### config.mk
export PLATFORM = sky130hd
export DESIGN_NAME = energy_voice_activity_detector_top_flat
export DESIGN_NICKNAME = d
export VERILOG_FILES = /design/src/vad_pkg.sv /design/src/vad_ifs.sv /design/src/energy_voice_activity_detector_top.sv /design/src/vad_front.sv /design/src/vad_fifo.sv /design/src/vad_back.sv /design/src/flat_wrapper.sv
export SDC_FILE = /design/constraint.sdc
export NUM_CORES = 2
export LEC_CHECK = 0
export BUFFER_PORTS_ARGS = -buffer_cell sky130_fd_sc_hd__buf_2
export CAP_MARGIN = 20
export CORE_MARGIN = 2
export CORE_UTILIZATION = 50
export DETAILED_ROUTE_END_ITERATION = 16
export PLACE_DENSITY = 0.65
export SKIP_CTS_REPAIR_TIMING = 1
export SYNTH_ARGS = -nofsm -noshare
export SYNTH_HDL_FRONTEND = slang
export SYNTH_SLANG_ARGS = --single-unit
### constraint.sdc
create_clock -name clk -period 20.6 [get_ports clk]
set_clock_uncertainty 0.15 [all_clocks]
set_input_delay 1.03 -clock clk [delete_from_list [all_inputs] [get_ports clk]]
set_output_delay 1.03 -clock clk [all_outputs]
set_load 0.01 [all_outputs]
### src/vad_pkg.sv
// ----------------------------------------------------------------------------
// vad_pkg
// Shared types and constants of the energy voice activity detector.
// ----------------------------------------------------------------------------
package vad_pkg;

  // Default longest frame that is accumulated
  localparam int MAX_FRAME_SAMPLES_DEF = 1024;

  // Sample and result widths
  localparam int SAMPLE_W = 16;
  localparam int ENERGY_W = 16;
  localparam int SQ_W     = 31;  // square of a 16-bit sample, up to 2^30

  // Mean of squares in Q16 fits 47 bits; sqrt input padded to an even width
  localparam int MEAN_W   = 48;
  localparam int RMS_W    = MEAN_W / 2;  // RMS in Q8
  localparam int SREM_W   = RMS_W + 3;

  // Levels (unsigned Q17.8); threshold may reach 3x a level
  localparam int LVL_W    = 25;
  localparam int THR_W    = LVL_W + 1;
  localparam int WGT_W    = 16;
  localparam int PROD_W   = LVL_W + WGT_W;
  localparam int ACC_W    = PROD_W + 1;

  // Configuration port
  localparam int CFG_ADDR_W = 8;
  localparam int CFG_DATA_W = 16;
  localparam int FLOOR_W    = 15;

  typedef enum logic [CFG_ADDR_W-1:0] {
    REG_END_SILENCE  = 8'd0,
    REG_THRESH_FLOOR = 8'd1
  } cfg_reg_t;

  typedef enum logic [1:0] {
    DEC_SILENCE = 2'd0,
    DEC_SPEECH  = 2'd1,
    DEC_END     = 2'd2
  } decision_t;

  // Reset values
  localparam logic [15:0]      END_SILENCE_RST = 16'd100;
  localparam logic [FLOOR_W-1:0] FLOOR_RST     = 15'd500;
  localparam logic [LVL_W-1:0] NOISE_RST       = 25'(500 * 256);
  localparam logic [LVL_W-1:0] SPEECH_RST      = 25'(5000 * 256);
  localparam logic [THR_W-1:0] THR_RST         = 26'(3000 * 256);

  // Q0.16 blend weights
  localparam logic [WGT_W-1:0] W_SPEECH_OLD = 16'd62259;
  localparam logic [WGT_W-1:0] W_SPEECH_NEW = 16'd3277;
  localparam logic [WGT_W-1:0] W_NOISE_OLD  = 16'd64225;
  localparam logic [WGT_W-1:0] W_NOISE_NEW  = 16'd1311;
  localparam logic [ACC_W-1:0] ROUND_HALF   = ACC_W'(32768);

endpackage

### src/vad_ifs.sv
// ----------------------------------------------------------------------------
// vad_ifs
// Valid/ready channels of the detector: samples, decisions, register writes.
// ----------------------------------------------------------------------------
interface vad_in_if;
  logic                              valid;
  logic                              ready;
  logic signed [vad_pkg::SAMPLE_W-1:0] sample;
  logic                              frame_last;

  modport source (output valid, output sample, output frame_last, input ready);
  modport sink   (input valid, input sample, input frame_last, output ready);
endinterface

interface vad_out_if;
  logic                          valid;
  logic                          ready;
  logic [1:0]                    decision;
  logic [vad_pkg::ENERGY_W-1:0]  frame_energy;

  modport source (output valid, output decision, output frame_energy, input ready);
  modport sink   (input valid, input decision, input frame_energy, output ready);
endinterface

interface vad_cfg_if;
  logic                            valid;
  logic                            ready;
  logic [vad_pkg::CFG_ADDR_W-1:0]  addr;
  logic [vad_pkg::CFG_DATA_W-1:0]  data;

  modport source (output valid, output addr, output data, input ready);
  modport sink   (input valid, input addr, input data, output ready);
endinterface

### src/energy_voice_activity_detector_top.sv
// ----------------------------------------------------------------------------
// energy_voice_activity_detector_top
// Energy voice activity detector: one decision per audio frame.
// ----------------------------------------------------------------------------
// Samples are taken one per cycle while the two-frame queue has room; each
// frame_last request closes the frame and later yields one decision with the
// integer RMS. The back end works a frame through the queue pop, a serial
// divide for the mean of squares, a serial square root, classify, blend and
// the level update, which waits for a free output; it takes no new frame
// until the last one is done, so short frames fill the queue and stall
// sample input.
// Register 0 is end_silence_frames, register 1 threshold_floor; write them
// only while the detector is idle.
module energy_voice_activity_detector_top #(
  parameter int MAX_FRAME_SAMPLES = vad_pkg::MAX_FRAME_SAMPLES_DEF
) (
  input  logic   clk,
  input  logic   rst_n,
  vad_in_if.sink     in_ch,
  vad_out_if.source  out_ch,
  vad_cfg_if.sink    cfg_ch
);

  localparam int CNT_W = $clog2(MAX_FRAME_SAMPLES + 1);
  localparam int SUM_W = CNT_W + 30;

  logic [15:0]                 end_sil_r;
  logic [vad_pkg::FLOOR_W-1:0] floor_r;
  logic                        push, full, pop_valid, pop;
  logic [SUM_W-1:0]            push_sum, pop_sum;
  logic [CNT_W-1:0]            push_cnt, pop_cnt;

  // configuration registers
  assign cfg_ch.ready = 1'b1;

  always_ff @(posedge clk) begin
    if (!rst_n) begin
      end_sil_r <= vad_pkg::END_SILENCE_RST;
      floor_r   <= vad_pkg::FLOOR_RST;
    end else if (cfg_ch.valid) begin
      case (cfg_ch.addr)
        vad_pkg::REG_END_SILENCE:  end_sil_r <= cfg_ch.data;
        vad_pkg::REG_THRESH_FLOOR: floor_r   <= cfg_ch.data[vad_pkg::FLOOR_W-1:0];
        default: ;
      endcase
    end
  end

  vad_front #(
    .MAX_FRAME_SAMPLES (MAX_FRAME_SAMPLES),
    .CNT_W             (CNT_W),
    .SUM_W             (SUM_W)
  ) u_front (
    .clk      (clk),
    .rst_n    (rst_n),
    .in_ch    (in_ch),
    .push     (push),
    .full     (full),
    .push_sum (push_sum),
    .push_cnt (push_cnt)
  );

  vad_fifo #(
    .CNT_W (CNT_W),
    .SUM_W (SUM_W)
  ) u_fifo (
    .clk       (clk),
    .rst_n     (rst_n),
    .push      (push),
    .full      (full),
    .push_sum  (push_sum),
    .push_cnt  (push_cnt),
    .pop_valid (pop_valid),
    .pop       (pop),
    .pop_sum   (pop_sum),
    .pop_cnt   (pop_cnt)
  );

  vad_back #(
    .MAX_FRAME_SAMPLES (MAX_FRAME_SAMPLES),
    .CNT_W             (CNT_W),
    .SUM_W             (SUM_W)
  ) u_back (
    .clk         (clk),
    .rst_n       (rst_n),
    .pop_valid   (pop_valid),
    .pop         (pop),
    .pop_sum     (pop_sum),
    .pop_cnt     (pop_cnt),
    .end_silence (end_sil_r),
    .thr_floor   (floor_r),
    .out_ch      (out_ch)
  );

endmodule

### src/vad_front.sv
// ----------------------------------------------------------------------------
// vad_front
// Sample front end: squares each sample, sums up to MAX_FRAME_SAMPLES of a frame, hands the
// closed frame (sum of squares, count) to the frame queue.
// ----------------------------------------------------------------------------
module vad_front #(
  parameter int MAX_FRAME_SAMPLES = vad_pkg::MAX_FRAME_SAMPLES_DEF,
  parameter int CNT_W = $clog2(MAX_FRAME_SAMPLES + 1),
  parameter int SUM_W = CNT_W + 30
) (
  input  logic             clk,
  input  logic             rst_n,
  vad_in_if.sink           in_ch,
  output logic             push,
  input  logic             full,
  output logic [SUM_W-1:0] push_sum,
  output logic [CNT_W-1:0] push_cnt
);

  logic [SUM_W-1:0]  sum_r, sum_nxt, sum_frame;
  logic [CNT_W-1:0]  cnt_r, cnt_nxt, cnt_frame;
  logic signed [31:0] sq_s;
  logic               acc_en;
  logic               accept;

  // square of the incoming sample
  assign sq_s   = in_ch.sample * in_ch.sample;
  assign acc_en = (cnt_r < CNT_W'(MAX_FRAME_SAMPLES));

  assign sum_frame = acc_en ? sum_r + SUM_W'(sq_s[vad_pkg::SQ_W-1:0]) : sum_r;
  assign cnt_frame = acc_en ? cnt_r + CNT_W'(1) : cnt_r;

  assign in_ch.ready = !full;
  assign accept      = in_ch.valid && in_ch.ready;
  assign push        = accept && in_ch.frame_last;
  assign push_sum    = sum_frame;
  assign push_cnt    = cnt_frame;

  // accumulate, clear at frame close
  always_comb begin
    sum_nxt = sum_r;
    cnt_nxt = cnt_r;
    if (accept) begin
      if (in_ch.frame_last) begin
        sum_nxt = '0;
        cnt_nxt = '0;
      end else begin
        sum_nxt = sum_frame;
        cnt_nxt = cnt_frame;
      end
    end
  end

  always_ff @(posedge clk) begin
    if (!rst_n) begin
      sum_r <= '0;
      cnt_r <= '0;
    end else begin
      sum_r <= sum_nxt;
      cnt_r <= cnt_nxt;
    end
  end

endmodule

### src/vad_fifo.sv
// ----------------------------------------------------------------------------
// vad_fifo
// Two-entry queue of closed frames between front end and back end.
// ----------------------------------------------------------------------------
module vad_fifo #(
  parameter int CNT_W = 11,
  parameter int SUM_W = 41
) (
  input  logic             clk,
  input  logic             rst_n,
  input  logic             push,
  output logic             full,
  input  logic [SUM_W-1:0] push_sum,
  input  logic [CNT_W-1:0] push_cnt,
  output logic             pop_valid,
  input  logic             pop,
  output logic [SUM_W-1:0] pop_sum,
  output logic [CNT_W-1:0] pop_cnt
);

  logic [SUM_W-1:0] sum_mem [2];
  logic [CNT_W-1:0] cnt_mem [2];
  logic             wr_ptr_r, wr_ptr_nxt;
  logic             rd_ptr_r, rd_ptr_nxt;
  logic [1:0]       fill_r, fill_nxt;
  logic             do_push, do_pop;

  assign full      = (fill_r == 2'd2);
  assign pop_valid = (fill_r != 2'd0);
  assign do_push   = push && !full;
  assign do_pop    = pop && pop_valid;
  assign pop_sum   = sum_mem[rd_ptr_r];
  assign pop_cnt   = cnt_mem[rd_ptr_r];

  // storage
  always_ff @(posedge clk) begin
    if (do_push) begin
      sum_mem[wr_ptr_r] <= push_sum;
      cnt_mem[wr_ptr_r] <= push_cnt;
    end
  end

  // pointers and fill level
  always_comb begin
    wr_ptr_nxt = do_push ? ~wr_ptr_r : wr_ptr_r;
    rd_ptr_nxt = do_pop ? ~rd_ptr_r : rd_ptr_r;
    fill_nxt   = fill_r + 2'(do_push) - 2'(do_pop);
  end

  always_ff @(posedge clk) begin
    if (!rst_n) begin
      wr_ptr_r <= 1'b0;
      rd_ptr_r <= 1'b0;
      fill_r   <= 2'd0;
    end else begin
      wr_ptr_r <= wr_ptr_nxt;
      rd_ptr_r <= rd_ptr_nxt;
      fill_r   <= fill_nxt;
    end
  end

endmodule

### src/vad_back.sv
// ----------------------------------------------------------------------------
// vad_back
// Frame back end: serial divide for the mean of squares, serial square root,
// level blend and the speech / silence / end decision.
// ----------------------------------------------------------------------------
module vad_back #(
  parameter int MAX_FRAME_SAMPLES = vad_pkg::MAX_FRAME_SAMPLES_DEF,
  parameter int CNT_W = $clog2(MAX_FRAME_SAMPLES + 1),
  parameter int SUM_W = CNT_W + 30
) (
  input  logic                         clk,
  input  logic                         rst_n,
  input  logic                         pop_valid,
  output logic                         pop,
  input  logic [SUM_W-1:0]             pop_sum,
  input  logic [CNT_W-1:0]             pop_cnt,
  input  logic [15:0]                  end_silence,
  input  logic [vad_pkg::FLOOR_W-1:0]  thr_floor,
  vad_out_if.source                    out_ch
);

  localparam int DW    = SUM_W + 16;
  localparam int DCW   = $clog2(DW);
  localparam int RMS_W = vad_pkg::RMS_W;
  localparam int SCW   = $clog2(RMS_W);
  localparam int LVL_W = vad_pkg::LVL_W;
  localparam int THR_W = vad_pkg::THR_W;

  typedef enum logic [5:0] {
    ST_IDLE = 6'b000001,
    ST_DIV  = 6'b000010,
    ST_SQRT = 6'b000100,
    ST_MUL1 = 6'b001000,
    ST_MUL2 = 6'b010000,
    ST_UPD  = 6'b100000
  } state_t;

  state_t state_r, state_nxt;

  // divider
  logic [DW-1:0]    quo_r, quo_nxt;
  logic [CNT_W-1:0] dvs_r, dvs_nxt;
  logic [CNT_W-1:0] drem_r, drem_nxt;
  logic [DCW-1:0]   dcnt_r, dcnt_nxt;
  logic [CNT_W:0]   drem_sh;
  logic             dge;

  // square root
  logic [vad_pkg::MEAN_W-1:0] rad_r, rad_nxt;
  logic [vad_pkg::SREM_W-1:0] srem_r, srem_nxt, srem_sh, strial;
  logic [RMS_W-1:0]           root_r, root_nxt;
  logic [SCW-1:0]             scnt_r, scnt_nxt;
  logic                       sge;

  // blend
  logic                       spch_r, spch_nxt;
  logic [vad_pkg::PROD_W-1:0] prod_r, prod_nxt;
  logic [LVL_W-1:0]           blend_r, blend_nxt;
  logic [vad_pkg::ACC_W-1:0]  acc;

  // detector state
  logic [LVL_W-1:0] noise_r, noise_nxt;
  logic [LVL_W-1:0] speech_r, speech_nxt;
  logic [THR_W-1:0] thr_r, thr_nxt;
  logic [15:0]      run_r, run_nxt;
  logic             seeded_r, seeded_nxt;
  logic             pend_r, pend_nxt;

  // output register
  logic                         ovalid_r, ovalid_nxt;
  logic [1:0]                   odec_r, odec_nxt;
  logic [vad_pkg::ENERGY_W-1:0] oen_r, oen_nxt;

  logic             out_free;
  logic [THR_W-1:0] t3, tfl, tmid, tlow;
  logic [15:0]      run_inc;

  assign out_ch.valid        = ovalid_r;
  assign out_ch.decision     = odec_r;
  assign out_ch.frame_energy = oen_r;
  assign out_free            = !ovalid_r || out_ch.ready;
  assign pop                 = (state_r == ST_IDLE) && pop_valid;

  // restoring divide step
  assign drem_sh = {drem_r, quo_r[DW-1]};
  assign dge     = (drem_sh >= {1'b0, dvs_r});

  // square root step, two radicand bits a step
  assign srem_sh = {srem_r[vad_pkg::SREM_W-3:0], rad_r[vad_pkg::MEAN_W-1 -: 2]};
  assign strial  = vad_pkg::SREM_W'({root_r, 2'b01});
  assign sge     = (srem_sh >= strial);

  // blend accumulate with rounding
  assign acc = vad_pkg::ACC_W'(prod_r)
             + vad_pkg::ACC_W'(root_r * (spch_r ? vad_pkg::W_SPEECH_NEW
                                                : vad_pkg::W_NOISE_NEW))
             + vad_pkg::ROUND_HALF;

  // threshold candidates
  assign t3      = THR_W'(root_r) + (THR_W'(root_r) << 1);
  assign tfl     = THR_W'(thr_floor) << 8;
  assign tmid    = (THR_W'(blend_r) + THR_W'(speech_r)) >> 1;
  assign tlow    = THR_W'(blend_r) + THR_W'(blend_r >> 1);
  assign run_inc = (run_r == 16'hFFFF) ? run_r : run_r + 16'd1;

  always_comb begin
    state_nxt  = state_r;
    quo_nxt    = quo_r;
    dvs_nxt    = dvs_r;
    drem_nxt   = drem_r;
    dcnt_nxt   = dcnt_r;
    rad_nxt    = rad_r;
    srem_nxt   = srem_r;
    root_nxt   = root_r;
    scnt_nxt   = scnt_r;
    spch_nxt   = spch_r;
    prod_nxt   = prod_r;
    blend_nxt  = blend_r;
    noise_nxt  = noise_r;
    speech_nxt = speech_r;
    thr_nxt    = thr_r;
    run_nxt    = run_r;
    seeded_nxt = seeded_r;
    pend_nxt   = pend_r;
    ovalid_nxt = ovalid_r && !out_ch.ready;
    odec_nxt   = odec_r;
    oen_nxt    = oen_r;

    case (state_r)
      // take a closed frame from the queue
      ST_IDLE: begin
        if (pop_valid) begin
          if (pop_cnt == '0) begin
            quo_nxt = '0;
            dvs_nxt = CNT_W'(1);
          end else begin
            quo_nxt = {pop_sum, 16'b0};
            dvs_nxt = pop_cnt;
          end
          drem_nxt  = '0;
          dcnt_nxt  = '0;
          state_nxt = ST_DIV;
        end
      end
      // one quotient bit a cycle
      ST_DIV: begin
        drem_nxt = dge ? CNT_W'(drem_sh - {1'b0, dvs_r}) : drem_sh[CNT_W-1:0];
        quo_nxt  = {quo_r[DW-2:0], dge};
        dcnt_nxt = dcnt_r + DCW'(1);
        if (dcnt_r == DCW'(DW - 1)) begin
          rad_nxt   = vad_pkg::MEAN_W'({quo_r[DW-2:0], dge});
          srem_nxt  = '0;
          root_nxt  = '0;
          scnt_nxt  = '0;
          state_nxt = ST_SQRT;
        end
      end
      // one root bit a cycle
      ST_SQRT: begin
        srem_nxt = sge ? srem_sh - strial : srem_sh;
        root_nxt = {root_r[RMS_W-2:0], sge};
        rad_nxt  = rad_r << 2;
        scnt_nxt = scnt_r + SCW'(1);
        if (scnt_r == SCW'(RMS_W - 1)) begin
          state_nxt = ST_MUL1;
        end
      end
      // classify and weight the old level
      ST_MUL1: begin
        spch_nxt  = seeded_r && (THR_W'(root_r) > thr_r);
        prod_nxt  = spch_nxt ? speech_r * vad_pkg::W_SPEECH_OLD
                             : noise_r * vad_pkg::W_NOISE_OLD;
        state_nxt = ST_MUL2;
      end
      // add the weighted new value
      ST_MUL2: begin
        blend_nxt = acc[vad_pkg::PROD_W-1:16];
        state_nxt = ST_UPD;
      end
      // update levels and emit the decision
      ST_UPD: begin
        if (out_free) begin
          oen_nxt    = root_r[RMS_W-1:8];
          ovalid_nxt = 1'b1;
          if (!seeded_r) begin
            noise_nxt  = LVL_W'(root_r);
            speech_nxt = LVL_W'(root_r);
            thr_nxt    = (t3 < tfl) ? tfl : t3;
            seeded_nxt = 1'b1;
            odec_nxt   = vad_pkg::DEC_SILENCE;
          end else if (spch_r) begin
            speech_nxt = blend_r;
            run_nxt    = '0;
            pend_nxt   = 1'b1;
            odec_nxt   = vad_pkg::DEC_SPEECH;
          end else begin
            noise_nxt = blend_r;
            thr_nxt   = (tmid < tlow) ? tlow : tmid;
            run_nxt   = run_inc;
            odec_nxt  = vad_pkg::DEC_SILENCE;
            if (pend_r && (run_inc >= end_silence)) begin
              pend_nxt = 1'b0;
              odec_nxt = vad_pkg::DEC_END;
            end
          end
          state_nxt = ST_IDLE;
        end
      end
      default: begin
        state_nxt = ST_IDLE;
      end
    endcase
  end

  // datapath registers
  always_ff @(posedge clk) begin
    quo_r   <= quo_nxt;
    dvs_r   <= dvs_nxt;
    drem_r  <= drem_nxt;
    dcnt_r  <= dcnt_nxt;
    rad_r   <= rad_nxt;
    srem_r  <= srem_nxt;
    root_r  <= root_nxt;
    scnt_r  <= scnt_nxt;
    spch_r  <= spch_nxt;
    prod_r  <= prod_nxt;
    blend_r <= blend_nxt;
    odec_r  <= odec_nxt;
    oen_r   <= oen_nxt;
  end

  // control and detector state
  always_ff @(posedge clk) begin
    if (!rst_n) begin
      state_r  <= ST_IDLE;
      noise_r  <= vad_pkg::NOISE_RST;
      speech_r <= vad_pkg::SPEECH_RST;
      thr_r    <= vad_pkg::THR_RST;
      run_r    <= '0;
      seeded_r <= 1'b0;
      pend_r   <= 1'b0;
      ovalid_r <= 1'b0;
    end else begin
      state_r  <= state_nxt;
      noise_r  <= noise_nxt;
      speech_r <= speech_nxt;
      thr_r    <= thr_nxt;
      run_r    <= run_nxt;
      seeded_r <= seeded_nxt;
      pend_r   <= pend_nxt;
      ovalid_r <= ovalid_nxt;
    end
  end

`ifndef ASSERT_OFF
  // RMS of 16-bit samples never exceeds 32768.0 in Q8
  a_root_range: assert property (@(posedge clk) disable iff (!rst_n)
    (state_r == ST_MUL1) |-> (root_r <= RMS_W'(32768 * 256)))
    else $error("square root out of range");

  // once seeded, the threshold stays at or above 1.5x noise
  a_thr_low: assert property (@(posedge clk) disable iff (!rst_n)
    seeded_r |-> (thr_r >= THR_W'(noise_r) + THR_W'(noise_r >> 1)))
    else $error("threshold below noise bound");

  // a free output slot is filled when the update runs
  a_out_load: assert property (@(posedge clk) disable iff (!rst_n)
    (state_r == ST_UPD && !ovalid_r) |=> (ovalid_r && state_r == ST_IDLE))
    else $error("decision not loaded");

  // end of utterance goes out exactly when pending speech is cleared
  a_end_once: assert property (@(posedge clk) disable iff (!rst_n)
    ($fell(pend_r) && $past(rst_n)) |-> (ovalid_r && odec_r == vad_pkg::DEC_END))
    else $error("pending speech cleared without end decision");
`endif

endmodule

### src/flat_wrapper.sv
// flat-port wrapper written by rule: the top's interface ports become plain ports
module energy_voice_activity_detector_top_flat 
#(
  parameter int MAX_FRAME_SAMPLES = vad_pkg::MAX_FRAME_SAMPLES_DEF
)
  (clk, rst_n, in_ch_valid, in_ch_sample, in_ch_frame_last, in_ch_ready, out_ch_valid, out_ch_decision, out_ch_frame_energy, out_ch_ready, cfg_ch_valid, cfg_ch_addr, cfg_ch_data, cfg_ch_ready);
  vad_in_if in_ch_i ();
  vad_out_if out_ch_i ();
  vad_cfg_if cfg_ch_i ();
  input  logic clk;
  input  logic rst_n;
  input wire logic [$bits(in_ch_i.valid)-1:0] in_ch_valid;
  input wire logic [$bits(in_ch_i.sample)-1:0] in_ch_sample;
  input wire logic [$bits(in_ch_i.frame_last)-1:0] in_ch_frame_last;
  output wire logic [$bits(in_ch_i.ready)-1:0] in_ch_ready;
  output wire logic [$bits(out_ch_i.valid)-1:0] out_ch_valid;
  output wire logic [$bits(out_ch_i.decision)-1:0] out_ch_decision;
  output wire logic [$bits(out_ch_i.frame_energy)-1:0] out_ch_frame_energy;
  input wire logic [$bits(out_ch_i.ready)-1:0] out_ch_ready;
  input wire logic [$bits(cfg_ch_i.valid)-1:0] cfg_ch_valid;
  input wire logic [$bits(cfg_ch_i.addr)-1:0] cfg_ch_addr;
  input wire logic [$bits(cfg_ch_i.data)-1:0] cfg_ch_data;
  output wire logic [$bits(cfg_ch_i.ready)-1:0] cfg_ch_ready;
  assign in_ch_i.valid = in_ch_valid;
  assign in_ch_i.sample = in_ch_sample;
  assign in_ch_i.frame_last = in_ch_frame_last;
  assign in_ch_ready = in_ch_i.ready;
  assign out_ch_valid = out_ch_i.valid;
  assign out_ch_decision = out_ch_i.decision;
  assign out_ch_frame_energy = out_ch_i.frame_energy;
  assign out_ch_i.ready = out_ch_ready;
  assign cfg_ch_i.valid = cfg_ch_valid;
  assign cfg_ch_i.addr = cfg_ch_addr;
  assign cfg_ch_i.data = cfg_ch_data;
  assign cfg_ch_ready = cfg_ch_i.ready;
  energy_voice_activity_detector_top #(.MAX_FRAME_SAMPLES(MAX_FRAME_SAMPLES)) u_core (.clk(clk), .rst_n(rst_n), .in_ch(in_ch_i), .out_ch(out_ch_i), .cfg_ch(cfg_ch_i));
endmodule
==> impl_results.md <==
* Tcrit/Tclk final at between 40% and 50%
* Peak supply drop at 0.0003332 V
* Top cells by area, synth: fa_1 (24%), edfxtp_1 (18%), ha_1 (16%)
* Die Height at 361.1 um
* Residual overflow from global routing at 0
* Synth-to-layout area growth at 7.056%
* Status: finished clean
* Most instantiated cells after synthesis: inv_1 (1,091), ha_1 (828), fa_1 (760), nand2_1 (529), edfxtp_1 (376)
* Drt total wl at about 150,000 um
* Post-synth top flop: edfxtp_1
* Dominant cell by count in the synthesized netlist: inv_1
* Port Buffers at 65
* DRC at 0
* CTS root buf: clkbuf_16
* Initial cell density of the core at between 50% and 60%
* Core area at about 130,000 um^2
* Die ar. at around 130,000 um^2
* Synth unique cells at 98
* GR Util All Layers at approximately 24%
* Cell Count, Final, Fillers Out at between 8,000 and 9,000
* CP endpoint: u_core.u_front.sum_r[37]
* Final nets at ~8,000
* Worst-path fanout max at 23
* RR Endpoint: u_core.u_back.blend_r[20]
* Final GP Congestion at slightly above 0.9
* RSZ-0062 raised after global routing: no
* Layout cells sized above 1 at 4.915%
* Pwr Density at 166.2 nW/um^2
* Worst reg-to-reg path cell count at 22
* CTS tree: done
* Total CTS buffers at 67
* Worst path required time at about 21 ns
* Routed len/inst at 19.03 um
* Post-route ant nets at 0
* Crit path time final at 9.146 ns
* Setup violators final at 0
* Clk slew on worst S/H paths at approximately 0.060 ns
* IO Pins at 67
* Hold Path Class: flop to flop
* Initial drt markers at 3,035
* Chip width at roughly 360 um
* Clk buf depth at 3
* CP max stage delay at about 0.51 ns
* Synth Instances at roughly 6,400
* Worst Path Arrival at ~9.6 ns
* Number of synthesized flops with an enable pin at roughly 380
* Endpoints failing hold at 0
* Via count at approximately 45,000
* Async SR Flop Fraction at 0%
* Critical Path Source Type: primary input
* R2r startpoint: u_core.u_back.root_r[19]
* WHS at ~0.32 ns
* # diodes at 0
* Reg2reg setup slack at 12.78 ns
* Warnings, synthesis at 0
* Post-Place Cells at 7,984
* Worst skew pair latency at between 0.6 and 0.7 ns
* Drt via density at about 5.5
* # H-tree levels at 3
* Fmax achieved at around 110 MHz
* Vias in the first global route at between 40,000 and 50,000
* Worst setup path start: in_ch_sample[15]
* TritonRoute pass-1 iters at 8
* Max-slew headroom at about 27%
* Largest net degree at the start of global routing at a little over 100
* Global-route wire length before repair at 248,600 um
* Cell Rows at ~130
* Lkg Pwr at about 33 nW
* DP HPWL at 122,200 um
* Num Clock Sinks at 565
* Slew Limit Fails at 0
* # Max-Cap Violations at 0
* Synthesized cell area at around 64,000 um^2
* Slew @ Worst Pin at about 1.1 ns
* Initial antenna violation count at 1
* Number of synthesized register bits at roughly 570
* Slowest-stage cell, CP: fa_1
* Mean post-synth cell area at about 10 um^2
* Crit. End Element: flop
* Worst Hold Launch: u_core.u_back.thr_r[14]
* Area share of the largest cell type after synthesis at about a quarter
* Dominant cell type by area after synthesis: fa_1
* Setup TNS at 0 ns
* Register area share after synthesis at around a quarter
* Setup CP Type: primary input to flop
## routing by layer
metal,track usage (%),up-vias,share of wire (%),wire (um)
met1,35.41,22180,47,72840
met5,0,-,0,0
met4,5.259,0,2.2,3371
met3,3.433,168,5.7,8868
met2,37.71,1024,45,69280
li1,-,21440,-,-
## sequential cells by signal (all words and copies together) (netlist names), 26 cells and up, named ones only
name / cells
u_core.u_fifo.sum_mem: 82
u_core.u_back.quo_r: 57
u_core.u_back.rad_r: 48
u_core.u_back.prod_r: 41
u_core.u_front.sum_r: 41
u_core.u_back.thr_r: 26
## cell families after synthesis
kind of cell,count (synthesis),share of synthesized area [%]
xor gates and xnor gates,278,3.819
other,2,0.01178
muxes,160,2.561
AOI/OAI and AO/OA,1090,11.55
buffers and inverters,1285,7.663
DFF,565,23.64
adders and majority gates,1588,40.11
and+or+nand+nor,1440,10.64
## worst min-delay path by stage
stage	to	slack, ns	cells past startpoint
2_1_floorplan	u_core.u_back.thr_r[10]	0.27	2
3_3_place_gp	u_core.u_back.thr_r[10]	0.30	2
3_5_place_dp	u_core.u_back.thr_r[10]	0.31	2
4_1_cts	u_core.u_back.thr_r[10]	0.32	2
5_1_grt	u_core.u_back.thr_r[15]	0.37	2
6_report	u_core.u_back.thr_r[14]	0.32	2
## through the flow
step / instance area, um^2 / utilization (%) / power (W) / setup WS (ns)
finish: 68260 / 53.74 / 0.01134 / 11.45
global route: 68260 / 53.74 / 0.01246 / 10.84
CTS: 68190 / 53.68 / 0.01132 / 11.55
detailed placement: 65770 / 51.78 / 0.009968 / 10.84
global placement: 65770 / 51.78 / 0.009796 / 10.98
floorplan: 63770 / - / 0.008031 / 11.63
## worst max-delay path: cells and delay by family
kind / cells / cell delay [ns]
AO/OA/AOI/OAI: 15 / 3.04
buffers and inverters: 6 / 0.91
AND/OR/NAND/NOR: 5 / 0.91
XOR/XNOR: 2 / 0.23
adder cells (fa/ha/maj): 8 / 3.42
## power breakdown
group	internal (W)	switching [W]	total, W
Clock	0.000762	0.000528	0.00129
Sequential	0.00187	0.0000896	0.00196
Combinational	0.00324	0.00486	0.00809
Total	0.00587	0.00548	0.0113
## cell usage in the layout, fill, tap and decap left out, types with 180 or more instances in the layout
cell      instances
dfxtp_1         186
xnor2_1         180
fa_1            760
nand2_1         529
nor2_1          330
inv_1          1091
a21oi_1         228
edfxtp_1        376
ha_1            828
o21ai_0         224
## final cells by class
class                   count  area (um^2)
clock buffers              90         1856
clock inverters            34        561.8
fillers                 11230        58770
inverters                1094         4106
multi-input cells        4560        43890
flip-flops and latches    565        15080
well taps                1662         2079
repair buffers            107        686.9
No activity file was read; power rests on OpenSTA's default activity.
